`config.mk`:
```
export PLATFORM = sky130hd
export DESIGN_NAME = line_edit_buffer
export DESIGN_NICKNAME = d
export VERILOG_FILES = /design/src/leb_pkg.sv /design/src/leb_ctrl.sv /design/src/leb_dp.sv /design/src/line_edit_buffer.sv
export SDC_FILE = /design/constraint.sdc
export NUM_CORES = 2
export LEC_CHECK = 0
export BUFFER_PORTS_ARGS = -buffer_cell sky130_fd_sc_hd__clkbuf_2
export CORE_UTILIZATION = 31
export CTS_CLUSTER_DIAMETER = 50
export DETAILED_ROUTE_END_ITERATION = 10
export PLACE_DENSITY = 0.53
export SLEW_MARGIN = 40
export SYNTH_ARGS = -nofsm -noshare
export SYNTH_HDL_FRONTEND = slang
export SYNTH_SLANG_ARGS = --single-unit
```
`constraint.sdc`:
```
create_clock -name clk -period 7 [get_ports clk]
set_input_delay 1.4 -clock clk [delete_from_list [all_inputs] [get_ports clk]]
set_output_delay 1.4 -clock clk [all_outputs]
set_load 0.005 [all_outputs]
```
`src/leb_pkg.sv`:
```
// Shared types, codes and constants for the line edit buffer.
package leb_pkg;

  localparam int MAX_LINE_DEF = 64;

  localparam int LEN_W  = 7;
  localparam int CODE_W = 21;
  localparam int POS_W  = 6;
  localparam int KIND_W = 4;
  localparam int CIDX_W = 2;

  localparam logic [LEN_W-1:0] MAX_LEN_RST = 7'd64;

  localparam logic [CODE_W-1:0] SPACE_CODE = 21'h20;
  localparam logic [CODE_W-1:0] QMARK_CODE = 21'h3f;
  localparam logic [CODE_W-1:0] LOWER_LO   = 21'h60;
  localparam logic [CODE_W-1:0] LOWER_HI   = 21'h7b;
  localparam logic [CODE_W-1:0] PRINT_MIN  = 21'd32;
  localparam logic [CODE_W-1:0] CODE_MAX   = 21'h10ffff;
  localparam logic [CODE_W-1:0] BYTE_MAX   = 21'hff;

  // key kinds
  localparam logic [KIND_W-1:0] KIND_INSERT = 4'd0;
  localparam logic [KIND_W-1:0] KIND_BSPACE = 4'd1;
  localparam logic [KIND_W-1:0] KIND_DELETE = 4'd2;
  localparam logic [KIND_W-1:0] KIND_CLEAR  = 4'd3;
  localparam logic [KIND_W-1:0] KIND_LEFT   = 4'd4;
  localparam logic [KIND_W-1:0] KIND_RIGHT  = 4'd5;
  localparam logic [KIND_W-1:0] KIND_HOME   = 4'd6;
  localparam logic [KIND_W-1:0] KIND_END    = 4'd7;
  localparam logic [KIND_W-1:0] KIND_WLEFT  = 4'd8;
  localparam logic [KIND_W-1:0] KIND_WRIGHT = 4'd9;
  localparam logic [KIND_W-1:0] KIND_ACCEPT = 4'd10;
  localparam logic [KIND_W-1:0] KIND_CANCEL = 4'd11;
  localparam logic [KIND_W-1:0] KIND_START  = 4'd12;

  // configuration register indexes
  localparam logic [CIDX_W-1:0] CFG_MAX_LENGTH = 2'd0;
  localparam logic [CIDX_W-1:0] CFG_CAPS_LOCK  = 2'd1;
  localparam logic [CIDX_W-1:0] CFG_BYTE_MODE  = 2'd2;

  typedef enum logic [4:0] {
    OP_NONE,
    OP_LOAD,
    OP_START,
    OP_CLEAR,
    OP_LEFT,
    OP_RIGHT,
    OP_HOME,
    OP_END,
    OP_INS_INIT,
    OP_INS_FIN,
    OP_BS_INIT,
    OP_DEL_INIT,
    OP_BS_FIN,
    OP_DEL_FIN,
    OP_UP_RD,
    OP_UP_WR,
    OP_DN_RD,
    OP_DN_WR,
    OP_SK_RD,
    OP_SK_STEP,
    OP_STOP,
    OP_ST_RD,
    OP_EMIT_ST,
    OP_EMIT_CH
  } op_t;

  typedef enum logic [3:0] {
    S_IDLE,
    S_DISPATCH,
    S_UP_CHK,
    S_UP_WR,
    S_DN_CHK,
    S_DN_WR,
    S_SK1,
    S_SK1C,
    S_SK2,
    S_SK2C,
    S_WFIN,
    S_STATUS,
    S_ST_RD,
    S_ST_EMIT
  } state_t;

  typedef struct packed {
    op_t  op;
    logic ign_we;
    logic ign_val;
  } cmd_t;

  typedef struct packed {
    logic [KIND_W-1:0] kind;
    logic              active;
    logic              len_zero;
    logic              cur_zero;
    logic              cur_ge_len;
    logic              ins_bad;
    logic              idx_gt_cur;
    logic              idx_lt_len;
    logic              idx_last;
    logic              skip_can;
    logic              skip1_match;
    logic              cur_eq_old;
    logic              out_free;
  } stat_t;

  typedef struct packed {
    logic [LEN_W-1:0] max_length;
    logic             caps_lock;
    logic             byte_mode;
  } cfg_t;

endpackage

```
`src/leb_ctrl.sv`:
```
// Controller state machine: decodes each key and sequences the datapath.
module leb_ctrl (
  input  logic            clk,
  input  logic            rst_n,
  input  logic            in_valid,
  output logic            in_ready,
  input  leb_pkg::stat_t  st,
  output leb_pkg::cmd_t   cmd
);

  leb_pkg::state_t state_r, state_nxt;

  always_ff @(posedge clk) begin
    if (!rst_n) begin
      state_r <= leb_pkg::S_IDLE;
    end else begin
      state_r <= state_nxt;
    end
  end

  // next state
  always_comb begin
    state_nxt = state_r;
    case (state_r)
      leb_pkg::S_IDLE: begin
        if (in_valid) state_nxt = leb_pkg::S_DISPATCH;
      end
      leb_pkg::S_DISPATCH: begin
        state_nxt = leb_pkg::S_STATUS;
        if (st.kind != leb_pkg::KIND_START && st.active) begin
          case (st.kind)
            leb_pkg::KIND_INSERT: begin
              if (!st.ins_bad) state_nxt = leb_pkg::S_UP_CHK;
            end
            leb_pkg::KIND_BSPACE: begin
              if (!st.len_zero && !st.cur_zero) state_nxt = leb_pkg::S_DN_CHK;
            end
            leb_pkg::KIND_DELETE: begin
              if (!st.len_zero && !st.cur_ge_len) state_nxt = leb_pkg::S_DN_CHK;
            end
            leb_pkg::KIND_WLEFT, leb_pkg::KIND_WRIGHT: state_nxt = leb_pkg::S_SK1;
            leb_pkg::KIND_ACCEPT, leb_pkg::KIND_CANCEL: begin
              if (!st.len_zero) state_nxt = leb_pkg::S_ST_RD;
            end
            default: state_nxt = leb_pkg::S_STATUS;
          endcase
        end
      end
      leb_pkg::S_UP_CHK: begin
        state_nxt = st.idx_gt_cur ? leb_pkg::S_UP_WR : leb_pkg::S_STATUS;
      end
      leb_pkg::S_UP_WR: state_nxt = leb_pkg::S_UP_CHK;
      leb_pkg::S_DN_CHK: begin
        state_nxt = st.idx_lt_len ? leb_pkg::S_DN_WR : leb_pkg::S_STATUS;
      end
      leb_pkg::S_DN_WR: state_nxt = leb_pkg::S_DN_CHK;
      leb_pkg::S_SK1: begin
        state_nxt = st.skip_can ? leb_pkg::S_SK1C : leb_pkg::S_WFIN;
      end
      // a character that ends the first run already counts toward the second
      leb_pkg::S_SK1C: state_nxt = st.skip1_match ? leb_pkg::S_SK1 : leb_pkg::S_SK2;
      leb_pkg::S_SK2: begin
        state_nxt = st.skip_can ? leb_pkg::S_SK2C : leb_pkg::S_WFIN;
      end
      leb_pkg::S_SK2C: state_nxt = st.skip1_match ? leb_pkg::S_WFIN : leb_pkg::S_SK2;
      leb_pkg::S_WFIN: state_nxt = leb_pkg::S_STATUS;
      leb_pkg::S_STATUS: begin
        if (st.out_free) state_nxt = leb_pkg::S_IDLE;
      end
      leb_pkg::S_ST_RD: state_nxt = leb_pkg::S_ST_EMIT;
      leb_pkg::S_ST_EMIT: begin
        if (st.out_free) state_nxt = st.idx_last ? leb_pkg::S_IDLE : leb_pkg::S_ST_RD;
      end
      default: state_nxt = leb_pkg::S_IDLE;
    endcase
  end

  // outputs
  always_comb begin
    cmd      = '{op: leb_pkg::OP_NONE, ign_we: 1'b0, ign_val: 1'b0};
    in_ready = 1'b0;
    case (state_r)
      leb_pkg::S_IDLE: begin
        in_ready = 1'b1;
        if (in_valid) cmd.op = leb_pkg::OP_LOAD;
      end
      leb_pkg::S_DISPATCH: begin
        cmd.ign_we  = 1'b1;
        cmd.ign_val = 1'b1;
        if (st.kind == leb_pkg::KIND_START) begin
          cmd.op      = leb_pkg::OP_START;
          cmd.ign_val = 1'b0;
        end else if (st.active) begin
          case (st.kind)
            leb_pkg::KIND_INSERT: begin
              if (!st.ins_bad) begin
                cmd.op      = leb_pkg::OP_INS_INIT;
                cmd.ign_val = 1'b0;
              end
            end
            leb_pkg::KIND_BSPACE: begin
              if (!st.len_zero && !st.cur_zero) begin
                cmd.op      = leb_pkg::OP_BS_INIT;
                cmd.ign_val = 1'b0;
              end
            end
            leb_pkg::KIND_DELETE: begin
              if (!st.len_zero && !st.cur_ge_len) begin
                cmd.op      = leb_pkg::OP_DEL_INIT;
                cmd.ign_val = 1'b0;
              end
            end
            leb_pkg::KIND_CLEAR: begin
              if (!st.len_zero) begin
                cmd.op      = leb_pkg::OP_CLEAR;
                cmd.ign_val = 1'b0;
              end
            end
            leb_pkg::KIND_LEFT: begin
              if (!st.cur_zero) begin
                cmd.op      = leb_pkg::OP_LEFT;
                cmd.ign_val = 1'b0;
              end
            end
            leb_pkg::KIND_RIGHT: begin
              if (!st.cur_ge_len) begin
                cmd.op      = leb_pkg::OP_RIGHT;
                cmd.ign_val = 1'b0;
              end
            end
            leb_pkg::KIND_HOME: begin
              if (!st.cur_zero) begin
                cmd.op      = leb_pkg::OP_HOME;
                cmd.ign_val = 1'b0;
              end
            end
            leb_pkg::KIND_END: begin
              if (!st.cur_ge_len) begin
                cmd.op      = leb_pkg::OP_END;
                cmd.ign_val = 1'b0;
              end
            end
            leb_pkg::KIND_WLEFT, leb_pkg::KIND_WRIGHT: cmd.ign_we = 1'b0;
            leb_pkg::KIND_ACCEPT, leb_pkg::KIND_CANCEL: begin
              cmd.op      = leb_pkg::OP_STOP;
              cmd.ign_val = 1'b0;
            end
            default: cmd.ign_val = 1'b1;
          endcase
        end
      end
      leb_pkg::S_UP_CHK: begin
        cmd.op = st.idx_gt_cur ? leb_pkg::OP_UP_RD : leb_pkg::OP_INS_FIN;
      end
      leb_pkg::S_UP_WR: cmd.op = leb_pkg::OP_UP_WR;
      leb_pkg::S_DN_CHK: begin
        if (st.idx_lt_len) begin
          cmd.op = leb_pkg::OP_DN_RD;
        end else begin
          cmd.op = (st.kind == leb_pkg::KIND_BSPACE) ? leb_pkg::OP_BS_FIN
                                                     : leb_pkg::OP_DEL_FIN;
        end
      end
      leb_pkg::S_DN_WR: cmd.op = leb_pkg::OP_DN_WR;
      leb_pkg::S_SK1, leb_pkg::S_SK2: begin
        if (st.skip_can) cmd.op = leb_pkg::OP_SK_RD;
      end
      leb_pkg::S_SK1C: cmd.op = leb_pkg::OP_SK_STEP;
      leb_pkg::S_SK2C: begin
        if (!st.skip1_match) cmd.op = leb_pkg::OP_SK_STEP;
      end
      leb_pkg::S_WFIN: begin
        cmd.ign_we  = 1'b1;
        cmd.ign_val = st.cur_eq_old;
      end
      leb_pkg::S_STATUS: begin
        if (st.out_free) cmd.op = leb_pkg::OP_EMIT_ST;
      end
      leb_pkg::S_ST_RD: cmd.op = leb_pkg::OP_ST_RD;
      leb_pkg::S_ST_EMIT: begin
        if (st.out_free) cmd.op = leb_pkg::OP_EMIT_CH;
      end
      default: cmd.op = leb_pkg::OP_NONE;
    endcase
  end

endmodule

```
`src/leb_dp.sv`:
```
// Datapath: line memory, length, cursor, walk index and the result register.
module leb_dp #(
  parameter int MAX_LINE = leb_pkg::MAX_LINE_DEF
) (
  input  logic                          clk,
  input  logic                          rst_n,
  input  leb_pkg::cmd_t                 cmd,
  output leb_pkg::stat_t                st,
  input  leb_pkg::cfg_t                 cfg,
  input  logic [leb_pkg::KIND_W-1:0]    in_kind,
  input  logic [leb_pkg::CODE_W-1:0]    in_code,
  output logic                          out_valid,
  input  logic                          out_ready,
  output logic                          out_is_line,
  output logic [leb_pkg::CODE_W-1:0]    out_char_out,
  output logic [leb_pkg::POS_W-1:0]     out_position,
  output logic                          out_last,
  output logic [leb_pkg::LEN_W-1:0]     out_line_length,
  output logic [leb_pkg::LEN_W-1:0]     out_cursor_pos,
  output logic                          out_ignored
);

  localparam int AW = (MAX_LINE > 1) ? $clog2(MAX_LINE) : 1;
  localparam logic [leb_pkg::LEN_W-1:0] MaxLen = leb_pkg::LEN_W'(MAX_LINE);
  localparam logic [leb_pkg::LEN_W-1:0] One    = leb_pkg::LEN_W'(1);

  logic [leb_pkg::CODE_W-1:0] mem [MAX_LINE];

  logic [leb_pkg::KIND_W-1:0] kind_r;
  logic [leb_pkg::CODE_W-1:0] code_r;
  logic [leb_pkg::LEN_W-1:0]  old_cur_r;
  logic [leb_pkg::LEN_W-1:0]  idx_r, idx_nxt;
  logic [leb_pkg::LEN_W-1:0]  len_r, len_nxt;
  logic [leb_pkg::LEN_W-1:0]  cur_r, cur_nxt;
  logic                       active_r, active_nxt;
  logic                       ign_r;
  logic [leb_pkg::CODE_W-1:0] rdata_r;

  logic                       out_valid_r;
  logic                       out_is_line_r;
  logic [leb_pkg::CODE_W-1:0] out_char_r;
  logic [leb_pkg::POS_W-1:0]  out_pos_r;
  logic                       out_last_r;
  logic [leb_pkg::LEN_W-1:0]  out_len_r;
  logic [leb_pkg::LEN_W-1:0]  out_cur_r;
  logic                       out_ign_r;

  logic [leb_pkg::LEN_W-1:0]  limit;
  logic [leb_pkg::LEN_W-1:0]  rd_addr, wr_addr;
  logic                       rd_en, wr_en;
  logic [leb_pkg::CODE_W-1:0] wr_data;
  logic [leb_pkg::CODE_W-1:0] code_conv;
  logic [leb_pkg::CODE_W-1:0] char_map;
  logic                       go_left;
  logic                       is_space;
  logic                       out_free;
  logic                       emit;

  assign limit    = (cfg.max_length > MaxLen) ? MaxLen : cfg.max_length;
  assign go_left  = (kind_r == leb_pkg::KIND_WLEFT);
  assign is_space = (rdata_r == leb_pkg::SPACE_CODE);
  assign out_free = !out_valid_r || out_ready;
  assign emit     = (cmd.op == leb_pkg::OP_EMIT_ST) || (cmd.op == leb_pkg::OP_EMIT_CH);

  assign code_conv = (cfg.caps_lock && code_r > leb_pkg::LOWER_LO && code_r < leb_pkg::LOWER_HI)
                     ? code_r - leb_pkg::SPACE_CODE : code_r;
  assign char_map  = (cfg.byte_mode && rdata_r > leb_pkg::BYTE_MAX) ? leb_pkg::QMARK_CODE
                                                                     : rdata_r;

  always_comb begin
    st.kind        = kind_r;
    st.active      = active_r;
    st.len_zero    = (len_r == '0);
    st.cur_zero    = (cur_r == '0);
    st.cur_ge_len  = (cur_r >= len_r);
    st.ins_bad     = (len_r >= limit) || (code_r < leb_pkg::PRINT_MIN)
                     || (code_r > leb_pkg::CODE_MAX);
    st.idx_gt_cur  = (idx_r > cur_r);
    st.idx_lt_len  = (idx_r < len_r);
    st.idx_last    = (idx_r + One == len_r);
    st.skip_can    = go_left ? (cur_r != '0) : (cur_r < len_r);
    // left skips spaces first, right skips the word first
    st.skip1_match = go_left ? is_space : !is_space;
    st.cur_eq_old  = (cur_r == old_cur_r);
    st.out_free    = out_free;
  end

  // memory port selection
  always_comb begin
    rd_en   = 1'b0;
    rd_addr = idx_r;
    wr_en   = 1'b0;
    wr_addr = idx_r;
    wr_data = rdata_r;
    case (cmd.op)
      leb_pkg::OP_UP_RD: begin
        rd_en   = 1'b1;
        rd_addr = idx_r - One;
      end
      leb_pkg::OP_DN_RD, leb_pkg::OP_ST_RD: rd_en = 1'b1;
      leb_pkg::OP_SK_RD: begin
        rd_en   = 1'b1;
        rd_addr = go_left ? cur_r - One : cur_r;
      end
      leb_pkg::OP_UP_WR: wr_en = 1'b1;
      leb_pkg::OP_DN_WR: begin
        wr_en   = 1'b1;
        wr_addr = idx_r - One;
      end
      leb_pkg::OP_INS_FIN: begin
        wr_en   = 1'b1;
        wr_addr = cur_r;
        wr_data = code_conv;
      end
      default: rd_en = 1'b0;
    endcase
  end

  always_ff @(posedge clk) begin
    if (wr_en) mem[wr_addr[AW-1:0]] <= wr_data;
  end

  always_ff @(posedge clk) begin
    if (rd_en) rdata_r <= mem[rd_addr[AW-1:0]];
  end

  // line state updates
  always_comb begin
    idx_nxt    = idx_r;
    len_nxt    = len_r;
    cur_nxt    = cur_r;
    active_nxt = active_r;
    case (cmd.op)
      leb_pkg::OP_START: begin
        active_nxt = 1'b1;
        len_nxt    = '0;
        cur_nxt    = '0;
      end
      leb_pkg::OP_CLEAR: begin
        len_nxt = '0;
        cur_nxt = '0;
      end
      leb_pkg::OP_LEFT:     cur_nxt = cur_r - One;
      leb_pkg::OP_RIGHT:    cur_nxt = cur_r + One;
      leb_pkg::OP_HOME:     cur_nxt = '0;
      leb_pkg::OP_END:      cur_nxt = len_r;
      leb_pkg::OP_INS_INIT: idx_nxt = len_r;
      leb_pkg::OP_INS_FIN: begin
        cur_nxt = cur_r + One;
        len_nxt = len_r + One;
      end
      leb_pkg::OP_BS_INIT:  idx_nxt = cur_r;
      leb_pkg::OP_DEL_INIT: idx_nxt = cur_r + One;
      leb_pkg::OP_BS_FIN: begin
        cur_nxt = cur_r - One;
        len_nxt = len_r - One;
      end
      leb_pkg::OP_DEL_FIN:  len_nxt = len_r - One;
      leb_pkg::OP_UP_WR:    idx_nxt = idx_r - One;
      leb_pkg::OP_DN_WR:    idx_nxt = idx_r + One;
      leb_pkg::OP_SK_STEP:  cur_nxt = go_left ? cur_r - One : cur_r + One;
      leb_pkg::OP_STOP: begin
        active_nxt = 1'b0;
        idx_nxt    = '0;
      end
      leb_pkg::OP_EMIT_CH:  idx_nxt = idx_r + One;
      default:              idx_nxt = idx_r;
    endcase
  end

  always_ff @(posedge clk) begin
    if (!rst_n) begin
      len_r    <= '0;
      cur_r    <= '0;
      active_r <= 1'b0;
      idx_r    <= '0;
    end else begin
      len_r    <= len_nxt;
      cur_r    <= cur_nxt;
      active_r <= active_nxt;
      idx_r    <= idx_nxt;
    end
  end

  always_ff @(posedge clk) begin
    if (cmd.op == leb_pkg::OP_LOAD) begin
      kind_r    <= in_kind;
      code_r    <= in_code;
      old_cur_r <= cur_r;
    end
    if (cmd.ign_we) ign_r <= cmd.ign_val;
  end

  // result register
  always_ff @(posedge clk) begin
    if (!rst_n) begin
      out_valid_r <= 1'b0;
    end else if (emit) begin
      out_valid_r <= 1'b1;
    end else if (out_ready) begin
      out_valid_r <= 1'b0;
    end
  end

  always_ff @(posedge clk) begin
    if (emit) begin
      out_len_r <= len_r;
      out_cur_r <= cur_r;
      if (cmd.op == leb_pkg::OP_EMIT_CH) begin
        out_is_line_r <= 1'b1;
        out_char_r    <= char_map;
        out_pos_r     <= idx_r[leb_pkg::POS_W-1:0];
        out_last_r    <= st.idx_last;
        out_ign_r     <= 1'b0;
      end else begin
        out_is_line_r <= 1'b0;
        out_char_r    <= '0;
        out_pos_r     <= '0;
        out_last_r    <= 1'b1;
        out_ign_r     <= ign_r;
      end
    end
  end

  assign out_valid       = out_valid_r;
  assign out_is_line     = out_is_line_r;
  assign out_char_out    = out_char_r;
  assign out_position    = out_pos_r;
  assign out_last        = out_last_r;
  assign out_line_length = out_len_r;
  assign out_cursor_pos  = out_cur_r;
  assign out_ignored     = out_ign_r;

  a_cur_in_line: assert property (@(posedge clk) disable iff (!rst_n)
    cur_r <= len_r) else $error("cursor beyond line end");

  a_len_bound: assert property (@(posedge clk) disable iff (!rst_n)
    len_r <= MaxLen) else $error("line length beyond capacity");

  a_wr_in_range: assert property (@(posedge clk) disable iff (!rst_n)
    wr_en |-> (wr_addr < MaxLen)) else $error("line write out of range");

  a_emit_free: assert property (@(posedge clk) disable iff (!rst_n)
    emit |-> out_free) else $error("result overwritten before taken");

  a_rd_in_line: assert property (@(posedge clk) disable iff (!rst_n)
    rd_en |-> (rd_addr < len_r)) else $error("line read past length");

endmodule

```
`src/line_edit_buffer.sv`:
```
// Line edit buffer top level: configuration registers, controller and datapath.
//
//   channel  dir  handshake            payload
//   in       in   in_valid/in_ready    in_kind, in_code
//   out      out  out_valid/out_ready  out_is_line, out_char_out, out_position, out_last,
//                                      out_line_length, out_cursor_pos, out_ignored
//   cfg      in   cfg_valid/cfg_ready  cfg_index, cfg_data
//
// A key is accepted, then decoded, then does its work on the line memory, then loads the
// status result: insert moves each character from the cursor on up one place and writes
// the new one, backspace/delete move each character after the removed one down, word skip
// reads each character passed; accept/cancel instead streams the line one character at a
// time. The status result then waits in the output register; the next key is taken meanwhile.
// Reset is synchronous; line memory contents are not cleared, but length, cursor, walk index and active flag are.
// A stalled out_ready holds the sequence at its next emit step.
module line_edit_buffer #(
  parameter int MAX_LINE = leb_pkg::MAX_LINE_DEF
) (
  input  logic                          clk,
  input  logic                          rst_n,
  input  logic                          in_valid,
  output logic                          in_ready,
  input  logic [leb_pkg::KIND_W-1:0]    in_kind,
  input  logic [leb_pkg::CODE_W-1:0]    in_code,
  output logic                          out_valid,
  input  logic                          out_ready,
  output logic                          out_is_line,
  output logic [leb_pkg::CODE_W-1:0]    out_char_out,
  output logic [leb_pkg::POS_W-1:0]     out_position,
  output logic                          out_last,
  output logic [leb_pkg::LEN_W-1:0]     out_line_length,
  output logic [leb_pkg::LEN_W-1:0]     out_cursor_pos,
  output logic                          out_ignored,
  input  logic                          cfg_valid,
  output logic                          cfg_ready,
  input  logic [leb_pkg::CIDX_W-1:0]    cfg_index,
  input  logic [leb_pkg::LEN_W-1:0]     cfg_data
);

  leb_pkg::cfg_t  cfg_r;
  leb_pkg::cmd_t  cmd;
  leb_pkg::stat_t st;

  assign cfg_ready = 1'b1;

  always_ff @(posedge clk) begin
    if (!rst_n) begin
      cfg_r.max_length <= leb_pkg::MAX_LEN_RST;
      cfg_r.caps_lock  <= 1'b0;
      cfg_r.byte_mode  <= 1'b0;
    end else if (cfg_valid) begin
      case (cfg_index)
        leb_pkg::CFG_MAX_LENGTH: cfg_r.max_length <= cfg_data;
        leb_pkg::CFG_CAPS_LOCK:  cfg_r.caps_lock  <= cfg_data[0];
        leb_pkg::CFG_BYTE_MODE:  cfg_r.byte_mode  <= cfg_data[0];
        default:                 cfg_r.byte_mode  <= cfg_r.byte_mode;
      endcase
    end
  end

  leb_ctrl u_ctrl (
    .clk      (clk),
    .rst_n    (rst_n),
    .in_valid (in_valid),
    .in_ready (in_ready),
    .st       (st),
    .cmd      (cmd)
  );

  leb_dp #(
    .MAX_LINE (MAX_LINE)
  ) u_dp (
    .clk             (clk),
    .rst_n           (rst_n),
    .cmd             (cmd),
    .st              (st),
    .cfg             (cfg_r),
    .in_kind         (in_kind),
    .in_code         (in_code),
    .out_valid       (out_valid),
    .out_ready       (out_ready),
    .out_is_line     (out_is_line),
    .out_char_out    (out_char_out),
    .out_position    (out_position),
    .out_last        (out_last),
    .out_line_length (out_line_length),
    .out_cursor_pos  (out_cursor_pos),
    .out_ignored     (out_ignored)
  );

endmodule

```
# Yosys cells after proc, flatten, opt, wreduce, memory -nomap -nowiden
# Memories as Yosys holds them, arrays and structs flattened. A register that Yosys moved wholly into a read port is not among the register bits.
# Cells that the tools add are included.
# totals
ff_bits	113
latch_bits	0
ramBits	1344
mem_bits_ro	0
input_bits	39
out_inout_bits	47
elab_cells	212
n_memories	1
# classes
addsub	7
n_mul	0
n_div	0
order_cmp	11
n_eq_ne	57
shifts	0
muxes	70
bitwise_logic	1
n_reduce_logical	44
# mem_list
memory	depth	width	read_ports	rd_clocked_by_memory_dff	wr	line_no	source
u_dp.mem	64	21	1	1	1	leb_dp.sv:27	logic [leb_pkg::CODE_W-1:0] mem [MAX_LINE];
# op_table
operator	count
$mux W4	15
$pmux W5 S12	1
$pmux W4 S14	1
$pmux W5 S9	1
$eq A4 B4 Y1 const B	11
$mux W21	2
$pmux W7 S6	1
$eq A5 B4 Y1 const B	8
$eq A5 B5 Y1 const B	8
$pmux W7 S5	1
$eq A4 B3 Y1 const B	8
$mux W5	6
$pmux W6 S2	2
$reduce_or A2 Y1	11
$add A7 B1 Y7 const B	3
$eq A21 B6 Y1 const B	1
$gt A21 B21 Y1 const B	1
$gt A21 B7 Y1 const B	1
$gt A21 B8 Y1 const B	1
$lt A21 B6 Y1 const B	1
$lt A21 B7 Y1 const B	1
$mux W1	21
$mux W7	3
$pmux W7 S3	1
other kinds (40)	80

# Depth between registers and ports, before layout
# logic_depth
depth_word	15
ltp_mapped	18

# Hierarchy
# From an unflattened synthesis, not the netlist that was laid out.
# unflattened
cells_unflattened	4659
hier_area_um2	61985.7
# by_module_without_submodules
mod	instances	cells_per_inst	area_per_inst_um2	seq_area_each_um2
leb_dp	1	4450	60546.8	43762.0
leb_ctrl	1	168	1046.0	80.1
line_edit_buffer	1	41	392.9	180.2

# Worst setup path before layout
# No wires, ideal clock.
# synth_path
kind	register -> register
startpoint	register u_dp.cur_r[4] in the netlist's numbering
endpoint	memory u_dp.mem[0][5] in the netlist's numbering (data pin)
setup_time_ns	0.549
arrival_time_ns	4.673
setup_slack_ns	1.779
path_stages_with_launch	13
path_buffers	4
synth_period_minus_slack_ns	5.221
cell_sequence	dfxtp_1 > clkbuf_1 > inv_1 > ha_1 > a211o_1 > a21oi_1 > a21oi_1 > nor2_1 > clkbuf_1 > buf_1 > buf_1 > nor2_1 > a21oi_1
# synth_via
elab_chain_len	10
word_cells_on_any_way	24
# synth_rtl
element	line_no	source
start, declared	leb_dp.sv:34	logic [leb_pkg::LEN_W-1:0] cur_r, cur_nxt;
start signal, assigned	leb_dp.sv:179	cur_r <= cur_nxt;
$ge A7 B7 Y1 or $logic_not A7 Y1 (tied branches)	leb_dp.sv:75, leb_dp.sv:74	
$logic_not A1 Y1 (on tied branches)	leb_ctrl.sv:108, leb_ctrl.sv:102	
$logic_and A1 B1 Y1 (on tied branches)	leb_ctrl.sv:108, leb_ctrl.sv:102	
$mux W4 (on tied branches)	leb_ctrl.sv:108, leb_ctrl.sv:102	
$pmux W5 S9	leb_ctrl.sv:94	case (st.kind)
$mux W7	leb_ctrl.sv:93	end else if (st.active) begin
$mux W5	leb_ctrl.sv:90	if (st.kind == leb_pkg::KIND_START) begin
$pmux W5 S12 (*)	leb_ctrl.sv:82	case (state_r)
$eq A5 B4 Y1 (*)	leb_dp.sv:95	case (cmd.op)
$mux W21 (*)	leb_dp.sv:95	
named net u_dp.wr_data, one bit	leb_dp.sv:51	logic [leb_pkg::CODE_W-1:0] wr_data;
end, declared	leb_dp.sv:27	
# The timed path passes the listed nets; every way through them passes the cells marked *.

# Worst setup path after layout
# layout_path
startpoint	register u_dp.cur_r[4] in the netlist's numbering
endpoint	register u_dp.rdata_r[19] in the netlist's numbering, read port of u_dp.mem (data pin)
# layout_via
elab_chain_len	11
word_cells_on_any_way	31
# layout_rtl
element	line_no	source
$ge A7 B7 Y1 or $logic_not A7 Y1 (tied branches)	leb_dp.sv:75, leb_dp.sv:74	
$logic_not A1 Y1 (on tied branches)	leb_ctrl.sv:108, leb_ctrl.sv:102	
$logic_and A1 B1 Y1 (on tied branches)	leb_ctrl.sv:108, leb_ctrl.sv:102	
$mux W4 (on tied branches)	leb_ctrl.sv:108, leb_ctrl.sv:102	
$pmux W5 S9	leb_ctrl.sv:94	
$mux W7	leb_ctrl.sv:93	
$mux W5	leb_ctrl.sv:90	
$pmux W5 S12	leb_ctrl.sv:82	
$eq A5 B4 Y1 or $eq A5 B5 Y1 (tied branches)	leb_dp.sv:95	
$reduce_or A4 Y1 (no line)	-	
$mux W1	leb_dp.sv:95	
end, declared	leb_dp.sv:37	logic [leb_pkg::CODE_W-1:0] rdata_r;
# Parallel ways exist; a longest one is shown, timed or not.
# A chain may end at the register's enable or synchronous reset.

==> summary.md <==
| Metric | Value |
|---|---|
| Post-synthesis mux area share | 2.38% |
| Largest family of logic cells by synthesized area | simple AND/OR/NAND/NOR gates |
| Cell taking the most area after synthesis | edfxtp_1 |
| Layout net count | 4,694 |
| Post-synthesis adder-cell area fraction | 0.897% |
| Grt ovf | 0 |
| Largest net degree at the start of global routing | 109 |
| FMAX | 161 MHz |
| Critical path arrival | 6.74 ns |
| Worst IR Drop VDD | 763 µV |
| Pwr dens | 545 mW/mm² |
| R2r setup slk | 0.79 ns |
| Mean Syn Cell Area | 13.6 µm² |
| Number of global-route vias before repair | 36,900 |
| Design area | 0.0705 mm² |
| Clock share of power | 21.8% |
| Mapped Nets | 4,562 |
| Hold WC Path Type | reg -> reg |
| Outcome | complete, no violations |
| Share of power burned in registers | 33.5% |
| CTS tree | built |
| Synth Area in XOR/XNOR | 0.518% |
| Worst-path clk slew | 0.06 ns |
| # port buffers | 84 |
| Pwr Total | 38.4 mW |
| Yosys reg bits | 1,478 |
| CTS H-tree depth | 4 |
| Req. time, crit path | 7.53 ns |
| Crit end category | register |
| Hold_buf cts | 0 |
| Post-DP Area | 0.0652 mm² |
| Combinational power share | 44.7% |
| DIE AREA | 0.198 mm² |
| Sw Pwr | 16.9 mW |
| Sw frac | 44.0% |
| CTS max path bufs | 3 |
| Ys Warns | 0 |
| Postcts setup bufs | 0 |
| Core area | 0.195 mm² |
| Antenna Nets Post-Route | 0 |
| Top FF cell, synth | edfxtp_1 |
| Routed vias/inst | 5.35 |
| Skew final | 0.0357 ns |
| DR vias | 39,500 |
| TritonCTS Sinks | 1,478 |
| Final setup fails | 0 |
| Worst Path Max Fanout | 24 |
| Synth top area share | 71.2% |
| Seq/Total Area, Yosys | 72.4% |
| Fin crit period | 6.21 ns |
| Detailed Place HPWL | 118,000 µm |
| Root buf cell | clkbuf_16 |
| TritonRoute pass-1 iters | 6 |
| Slew @ Worst Pin | 0.942 ns |
| Final-report hold violation count | 0 |
| Row count | 162 |
| Area growth syn-to-layout | 15.8% |
| Routed len/inst | 26.1 µm |
| DRC | 0 |
| Post-synth EDFFs | 1,442 |
| Post_cts resized | 0 |
| Post-synth ARST share | 0% |
| LEAKAGE | 23.6 nW |
| Total CTS buffers | 165 |
| RePlAce Congestion | 0.872 |
| Post-synth top cells | edfxtp_1 (1,442), nand2_1 (936), nand3_1 (200) |
| CP startpoint kind | register |
| Kind of critical path | reg -> reg |
| Die H | 445 µm |
| Setup TNS Final | 0 ns |
| Gr usage total | 19.1% |
| Initial DRC count | 4,902 |
| Final wirelength | 193,000 µm |
| Cell with the most instances after synthesis | edfxtp_1 |
| Netlist cell types | 82 |
| First-pass GRT wire length | 275,000 µm |
| Fillers | 18,700 |
| Die width | 445 µm |
| Mapped cell area | 0.0608 mm² |
| Max-slew violations | 0 |
| Cell internal pwr | 21.5 mW |
| Unrepaired setup endpoints after global routing | no |
| Tcrit/Tclk final | 88.7% |
| Max Cap Viol | 0 |
| Initial antenna violation count | 6 |
| Area contributors post-synth | edfxtp_1 (71%), nand2_1 (5.8%), mux2i_1 (2.3%) |
| Clk_lat worst skew | 0.82 ns |
| Share of cells above drive strength 1 | 12.8% |
| Post-Syn Instances | 4,480 |
| Post-synthesis compound-gate area fraction | 9.06% |
| Starting Density | 31.2% |
| Io pins | 86 |
| Slew HR | 36.6% |
| Post-Synth Simple-Gate Area | 12.3% |
[logic make-up after synthesis]
kind of cell,after synthesis
fa+ha+maj,43
mux,144
other cells,1
buf+inv,326
simple gates,1676
compound gates,776
flops,1478
xor+xnor,36
[sequential cells by signal, indices dropped and copies added, names as in the netlist, 4 cells and up]
register and cells:
u_dp.mem 1344, u_dp.code_r 21, u_dp.out_char_out 21, u_dp.rdata_r 21
cfg_r 9, u_dp.cur_r 7, u_dp.idx_r 7, u_dp.len_r 7
u_dp.old_cur_r 7, u_dp.out_cursor_pos 7, u_dp.out_line_length 7, u_dp.out_position 6
u_ctrl.state_r 4, u_dp.kind_r 4
[power groups by stage]
stage	combinational (mW)	sequential, mW	clock (mW)
final	17.2	12.8	8.38
after global routing	18.0	12.9	8.86
after CTS	17.1	12.8	8.53
after detailed placement	17.0	13.0	0
after global placement	16.7	13.0	0
after floorplan	9.30	12.8	0
[layer usage]
layer	vias to the layer above	global-route usage [%]	part of all wire, %
met5	-	0	0
met4	0	5.79	2.9
met3	263	3.30	7.6
met2	1693	29.6	46
met1	20200	27.2	44
li1	17400	-	-
[layout by cell type (no fill, tap or decap), types with 41 or more instances in the layout]
cell type / instances
buf_4: 143
nand3_1: 199
a32oi_1: 103
edfxtp_1: 1442
a32o_1: 41
a211oi_1: 46
a21oi_1: 186
o21ai_0: 52
mux2i_1: 138
a31oi_1: 112
clkbuf_2: 84
ha_1: 42
nor2_1: 107
clkbuf_1: 49
nor2_2: 57
nor4_1: 55
nand2_1: 931
clkbuf_16: 166
and3_1: 129
nand4_1: 64
[path summary, 6_finish.rpt]
| check | to | depth (start not counted) | from |
|---|---|---|---|
| worst max register to register | u_dp.rdata_r[19] | 12 | u_dp.cur_r[4] |
| worst max-delay path | u_dp.rdata_r[19] | 12 | u_dp.cur_r[4] |
| worst min register to register | cfg_r[6] | 2 | cfg_r[6] |
| worst min-delay path | cfg_r[6] | 2 | cfg_r[6] |
[area by class of cell]
| class | count | area, µm² | area share (%) |
|---|---|---|---|
| Sequential cell | 1478 | 44000 | 62.5 |
| Tap cell | 2624 | 3280 | 4.66 |
| Antenna cell | 5 | 12.5 | 0.0178 |
| Clock buffer | 217 | 4370 | 6.20 |
| Multi-Input combinational cell | 2676 | 15700 | 22.3 |
| Clock inverter | 90 | 835 | 1.18 |
| Timing Repair Buffer | 261 | 2090 | 2.97 |
| Inverter | 30 | 114 | 0.162 |
[per-stage QoR]
step                      worst slack, ns  instances  util (%)  hold WS [ns]
after CTS                           0.998       7376      36.1         0.514
after floorplan                      1.78       4480         -         0.452
final                               0.789       7381      36.1         0.515
after global routing                0.646       7376      36.1         0.545
after global placement              0.582       7060      33.3         0.491
after detailed placement             1.03       7069      33.4         0.489
[critical path, stage by stage, from the launching register on]
cell,delay (ns)
dfxtp_1,0.76
ha_1,0.37
a21oi_1,0.21
o21ai_0,0.25
o31ai_1,0.81
a21boi_0,0.50
o21ai_0,0.58
nand2_4,0.34
nand2_1,0.69
buf_4,0.46
a221oi_1,0.10
nor4_1,0.73
nor4_1,0.09
Power figures use the tool's default switching activity.
